### config.mk
export PLATFORM = sky130hd
export DESIGN_NAME = lpkv_ctrl
export DESIGN_NICKNAME = d
export VERILOG_FILES = /design/src/rtl/core/lpkv_pkg.sv /design/src/rtl/core/lpkv_ctrl.sv
export SDC_FILE = /design/constraint.sdc
export NUM_CORES = 1
export LEC_CHECK = 0
export CORE_AREA = 2 2 39 41
export CTS_BUF_LIST = sky130_fd_sc_hd__clkbuf_8
export DETAILED_ROUTE_END_ITERATION = 10
export DIE_AREA = 0 0 41 43
export DONT_BUFFER_PORTS = 1
export MAX_ROUTING_LAYER = met4
export PLACE_DENSITY = 0.45
export SYNTH_ARGS = -nofsm -noshare
export SYNTH_HDL_FRONTEND = slang
export SYNTH_SLANG_ARGS = --single-unit
### constraint.sdc
create_clock -name clk -period 1.9 [get_ports clk]
set_clock_uncertainty 0.15 [all_clocks]
set_input_delay 0.475 -clock clk [delete_from_list [all_inputs] [get_ports clk]]
set_output_delay 0.475 -clock clk [all_outputs]
set_load 0.02 [all_outputs]
### src/rtl/core/lpkv_pkg.sv
// ----------------------------------------------------------------------------
// lpkv_pkg
// Types, constants and control structs shared by the key/value store.
// ----------------------------------------------------------------------------
package lpkv_pkg;

	// The slot count is a power of two, so the start slot is a mask of the key.
	localparam int TABLE_SIZE = 512;
	localparam int SLOT_W     = $clog2(TABLE_SIZE);
	localparam int LOAD_LIMIT = TABLE_SIZE * 3 / 4;
	localparam int CNT_W      = $clog2(LOAD_LIMIT + 2);
	localparam int KEY_W      = 32;
	localparam int VAL_W      = 32;
	localparam int STATUS_W   = 3;

	localparam logic [STATUS_W-1:0] ST_INSERTED = 3'd0;
	localparam logic [STATUS_W-1:0] ST_REPLACED = 3'd1;
	localparam logic [STATUS_W-1:0] ST_HIT      = 3'd2;
	localparam logic [STATUS_W-1:0] ST_MISS     = 3'd3;
	localparam logic [STATUS_W-1:0] ST_FULL     = 3'd4;

	localparam logic OP_LOOKUP = 1'b0;
	localparam logic OP_INSERT = 1'b1;

	typedef struct packed {
		logic             operation;
		logic [KEY_W-1:0] key;
		logic [VAL_W-1:0] value;
	} req_t;

	typedef struct packed {
		logic [VAL_W-1:0]    read_value;
		logic [STATUS_W-1:0] status;
	} rsp_t;

	typedef enum logic [1:0] {
		RV_ZERO,
		RV_MISS,
		RV_RAM
	} rv_sel_t;

	typedef struct packed {
		logic                clr_wr;
		logic                accept;
		logic                rd;
		logic                step;
		logic                set_res;
		logic [STATUS_W-1:0] res_status;
		rv_sel_t             rv_sel;
		logic                wr_key;
		logic                wr_val;
		logic                cnt_inc;
		logic                rsp_load;
	} cmd_t;

	typedef struct packed {
		logic clr_last;
		logic key_zero;
		logic op_insert;
		logic key_match;
		logic slot_empty;
		logic below_limit;
		logic probe_last;
		logic rsp_free;
	} stat_t;

endpackage

### src/rtl/core/lpkv_ctrl.sv
// ----------------------------------------------------------------------------
// lpkv_ctrl
// Controller: clearing pass, request intake, probe sequencing and
// hand-off of each result to the output register.
// ----------------------------------------------------------------------------
module lpkv_ctrl (
	input  logic            clk,
	input  logic            arst_n,
	input  logic            req_valid,
	output logic            req_stall,
	input  lpkv_pkg::stat_t stat,
	output lpkv_pkg::cmd_t  cmd
);
	import lpkv_pkg::*;

	typedef enum logic [2:0] {
		S_CLEAR,
		S_IDLE,
		S_LOAD,
		S_CMP,
		S_DONE
	} state_t;

	state_t state_q;
	state_t state_d;
	logic   stall_q;

	always_comb begin
		cmd     = '0;
		state_d = state_q;
		case (state_q)
			S_CLEAR: begin
				cmd.clr_wr = 1'b1;
				if (stat.clr_last) begin
					state_d = S_IDLE;
				end
			end
			S_IDLE: begin
				if (req_valid && !stall_q) begin
					cmd.accept = 1'b1;
					state_d    = S_LOAD;
				end
			end
			S_LOAD: begin
				if (stat.key_zero) begin
					cmd.set_res    = 1'b1;
					cmd.res_status = stat.op_insert ? ST_FULL : ST_MISS;
					cmd.rv_sel     = stat.op_insert ? RV_ZERO : RV_MISS;
					state_d        = S_DONE;
				end else begin
					cmd.rd  = 1'b1;
					state_d = S_CMP;
				end
			end
			S_CMP: begin
				if (stat.key_match) begin
					cmd.set_res = 1'b1;
					state_d     = S_DONE;
					if (stat.op_insert) begin
						cmd.wr_val     = 1'b1;
						cmd.res_status = ST_REPLACED;
						cmd.rv_sel     = RV_ZERO;
					end else begin
						cmd.res_status = ST_HIT;
						cmd.rv_sel     = RV_RAM;
					end
				end else if (stat.slot_empty || stat.probe_last) begin
					cmd.set_res = 1'b1;
					state_d     = S_DONE;
					if (!stat.op_insert) begin
						cmd.res_status = ST_MISS;
						cmd.rv_sel     = RV_MISS;
					end else if (stat.slot_empty && stat.below_limit) begin
						cmd.wr_key     = 1'b1;
						cmd.wr_val     = 1'b1;
						cmd.cnt_inc    = 1'b1;
						cmd.res_status = ST_INSERTED;
						cmd.rv_sel     = RV_ZERO;
					end else begin
						cmd.res_status = ST_FULL;
						cmd.rv_sel     = RV_ZERO;
					end
				end else begin
					cmd.step = 1'b1;
					state_d  = S_LOAD;
				end
			end
			S_DONE: begin
				if (stat.rsp_free) begin
					cmd.rsp_load = 1'b1;
					state_d      = S_IDLE;
				end
			end
			default: begin
				state_d = S_CLEAR;
			end
		endcase
	end

	always_ff @(posedge clk or negedge arst_n) begin
		if (!arst_n) begin
			state_q <= S_CLEAR;
			stall_q <= 1'b1;
		end else begin
			state_q <= state_d;
			stall_q <= (state_d != S_IDLE);
		end
	end

	assign req_stall = stall_q;

endmodule

**Word-level counts from Yosys, hierarchy flattened**

Cells that the tools add are included.

- Equality and inequality tests: 5
- Muxes and demuxes: 33
- Reduce and logical (&&, ||, !) cells: 5

Operator list:

| cell | number |
|---|---|
| $mux 3 | 10 |
| $mux 1 | 15 |
| $pmux 3 s5 | 1 |
| $mux 6 | 2 |
| $pmux 6 s2 | 1 |
| $mux 5 | 2 |
| $mux 9 | 1 |
| $eq 3x2->1 const B | 2 |
| $mux 4 | 1 |
| $eq 3x1->1 const B | 1 |
| $eq 3x3->1 const B | 1 |
| $logic_not 3->1 | 1 |
| $ne 3x1->1 const B | 1 |
| $logic_and 1x1->1 | 2 |
| $logic_not 1->1 | 1 |
| $logic_or 1x1->1 | 1 |

- Flip-flop bits (word level): 4
- Output and inout port bits: 15
- Logic and storage cells: 45

**Logic depth before layout (Yosys ltp)**

- Word-level depth: 6
- Gate-level depth with buffers: 5

**Worst setup path before layout**

Ideal clock, no wire load.

- Path kind: reg2out
- From: reg state_q[2]
- To: out cmd[3] (netlist bit)
- Data arrival time: 1561 ps
- Data required time: 1275 ps
- Path slack: -286 ps
- Stages on the path, launching flop included: 5
- Buffers on the path: 1
- Cells stage by stage: dfrtp_1 -> and2b_2 -> nand3_1 -> nor3_1 -> buf_4

RTL lines:

| item | line | RTL |
|---|---|---|
| start, declared | lpkv_ctrl.sv:24 | `state_t state_q;` |
| start signal, assigned | lpkv_ctrl.sv:105 | `state_q <= state_d;` |
| end, declared | lpkv_ctrl.sv:12 | `output lpkv_pkg::cmd_t cmd` |

==> key figures <==
Run status
  – Run status: complete, but fails checks
  – Failing checks: setup timing

Clock tree
  – CTS H-tree depth: 1
  – CTS tree: built
  – CTS sink cnt: 4
  – Worst-Skew Late Latency: 220 ps
  – Clk buf depth: 2
  – Clk pin slew, worst setup/hold paths: 30 ps
  – Root buf cell: clkbuf_8
  – Num CTS Buffers: 3

Floorplanning
  – Initial Utilization: a little under a third
  – Num ports: 26
  – Die X: 41 um
  – Core box area: 1380 um2
  – Die height: 43 um
  – Site Rows: 14
  – Die area: 1760 um2

Power and ir drop
  – P_leak: 0.318 nW
  – Net Sw Frac: a little over two fifths
  – Clock share of power: around 16%
  – P_sw: 475 uW
  – Max VDD drop: 909 uV
  – Cell Pwr Density: between 1000 and 1500 nW/um2
  – Overall Power: between 1 and 1.5 mW
  – Flop pwr share: 19.4%
  – Gate power share: 64.4%
  – Pint: 653 uW

Setup path
  – CP endpoint kind: output port
  – Worst path cell trace: buf_4 -> buf_4 -> nand2b_4 -> nor3_2 -> buf_4
  – Critical path's largest stage delay: 390 ps
  – CP startpoint kind: flop
  – R2r setup slk: 390 ps
  – Worst path required time: approximately 1300 ps
  – WP data arrival: 1340 ps
  – Critical path class: flop to output port
  – Worst Reg-to-Reg Cells: 4
  – Critical path fanouts, max: 5
  – Critical-path top delay cell: dfrtp_1
  – Crit-path most repeated cell: buf_4
  – Reg2reg end: state_q[2]
  – RR Startpoint: state_q[0]

STA
  – Max Clk Rate: 0.509 GHz
  – Final min period: 1960 ps
  – Period utilization: 103%
  – Post-route setup slack: -63.0 ps
  – Max_slew headroom: between 80% and 90%
  – Slew Limit Fails: 0
  – Final Setup Violations: 5
  – Worst Hold Slack: 289 ps
  – Slew at the pin with the worst max-slew slack: 237 ps
  – RSZ-0062 raised after global routing: yes
  – Final number of hold-violating endpoints: 0
  – Setup TNS Final: -238 ps

Yosys
  – Sequential fraction of the synthesis area: 23.5%
  – Seq cells post-synth: 4
  – Cells after synthesis: 56
  – Syn_nets: 67
  – Post-synth cell types: 30
  – Average cell area after synthesis: just under 8 um2
  – Synth Cell Area: 432 um2
  – Ys Warns: 0

Routing
  – ANT nets after route: 0
  – Wirelength per Cell: about 12 um
  – 1st-pass router iterations: 2
  – Vias: ~500
  – Vias per cell: 5.06
  – Residual DRC: 0
  – Final WL: 1190 um
  – First-iteration detailed-routing DRC count: 4

Cells and area
  – Non-Filler Instances: 99
  – Leading cell types in the layout, fill and taps excluded: 24 x buf_4, 6 x nor3_2, 5 x nand2_1
  – Fillers: roughly 140
  – Proportion of layout cells with a drive suffix above 1: 65.1%
  – Area grow syn2layout: 78.3%
  – Commonest non-fill, non-tap cell in the layout: buf_4
  – # nets final: 95
  – N_diodes: 0

Placement
  – DPL Wire Length: 890 um
  – Placed cell count: 88
  – GPL Wtd Cong: 0.747
  – DP Worst Slack: 0.232 ps
  – Port bufs: 0

Hold path
  – Hold Path Stages: 2
  – Hold endpoint: state_q[2]
  – Worst min-delay path category: input pin to flop
  – Hold Crit Start: stat[0]

Run
  – Max_cap viols: 0

Global route
  – Total GRT Usage: between 10% and 20%
  – Vias in the first global route: 428
  – Initial antenna violation count: 0
  – Largest net degree at the start of global routing: 9
  – First-pass GRT wire length: ~1800 um
  – Total grt overflow: 0
metrics by stage:
stage	cell area, um2	utilization, %
finish	769	55.6
global route	769	55.6
CTS	694	50.2
detailed placement	599	43.3
global placement	599	43.3
floorplan	454	-
Yosys cell counts, drive strengths merged:
| library cell | instances | area (um2) |
|---|---|---|
| nand2b | 3 | 21.3 |
| o22ai | 1 | 6.26 |
| mux2i | 2 | 20.0 |
| a41oi | 1 | 8.76 |
| nand3 | 1 | 5.00 |
| or3 | 1 | 11.3 |
| nor4b | 1 | 8.76 |
| o32ai | 1 | 8.76 |
| dfrtp | 3 | 75.1 |
| or4 | 1 | 11.3 |
| o21ba | 1 | 10.0 |
| o21a | 1 | 7.51 |
| nand2 | 6 | 22.5 |
| o21ai | 1 | 8.76 |
| nand3b | 1 | 7.51 |
| buf | 4 | 25.0 |
| nor3b | 3 | 22.5 |
| nor2b | 2 | 12.5 |
| dfstp | 1 | 26.3 |
| and2b | 1 | 8.76 |
| nor3 | 7 | 35.0 |
| a21oi | 4 | 23.8 |
| nor2 | 4 | 15.0 |
| o31a | 1 | 10.0 |
| a311oi | 1 | 8.76 |
| inv | 3 | 11.3 |
worst max-delay path, delay by kind of cell, from the launching register on:
kind / cells / cell delay, ps
and+or+nand+nor: 2 / 290
buffers and inverters: 3 / 440
DFF: 1 / 390
power groups by stage:
stage / clock (mW) / sequential [mW] / combinational (mW)
5_1_grt: 0.203 / 0.230 / 0.783
3_5_place_dp: 0 / 0.219 / 0.566
6_report: 0.182 / 0.219 / 0.727
3_3_place_gp: 0 / 0.219 / 0.560
2_1_floorplan: 0 / 0.177 / 0.417
4_1_cts: 0.190 / 0.218 / 0.637
routing by layer:
metal / global-route usage, % / wire length [um] / vias to the layer above
li1: - / - / 254
met3: 6.81 / 101 / 0
met2: 21.3 / 570 / 20
met4: 4.00 / 0 / 0
met1: 19.5 / 517 / 227
met5: - / 0 / -
sequential cells by signal, summed over array words and instances (netlist names):
signal / count
req_stall: 1
state_q: 3
what timing repair did:
action | CTS | global route
gates resized for setup | 7 | 10
endpoints found under the setup margin | 11 | 12
setup buffers | 2 | 4
pin swaps | 0 | 3
hold buffers | 1 | 0
hold endpoints to repair | 4 | 0
cell families after synthesis:
kind of cell | Yosys count | synth area share (%)
AO/OA/AOI/OAI | 12 | 21.5
flip-flops | 4 | 23.5
AND/OR/NAND/NOR | 31 | 42.0
buffers and inverters | 7 | 8.40
multiplexers | 2 | 4.64
cell type report:
| class | count | area [um2] | area share, % |
|---|---|---|---|
| clock buffers | 3 | 41.3 | 5.37 |
| clock inverters | 1 | 3.75 | 0.488 |
| inverters | 3 | 11.3 | 1.46 |
| multi-input cells | 45 | 377 | 48.9 |
| flip-flops and latches | 4 | 104 | 13.5 |
| well taps | 16 | 20.0 | 2.60 |
| repair buffers | 27 | 213 | 27.6 |
worst max path at each step:
stage / from / to / slack, ps
floorplan: state_q[2] / cmd[3] / -70
global placement: stat[1] / cmd[7] / 9
detailed placement: stat[1] / cmd[7] / 0.2
CTS: state_q[2] / cmd[3] / -60
global route: state_q[2] / cmd[12] / -130
finish: state_q[2] / cmd[12] / -60
No activity file was read; power rests on OpenSTA's default activity.
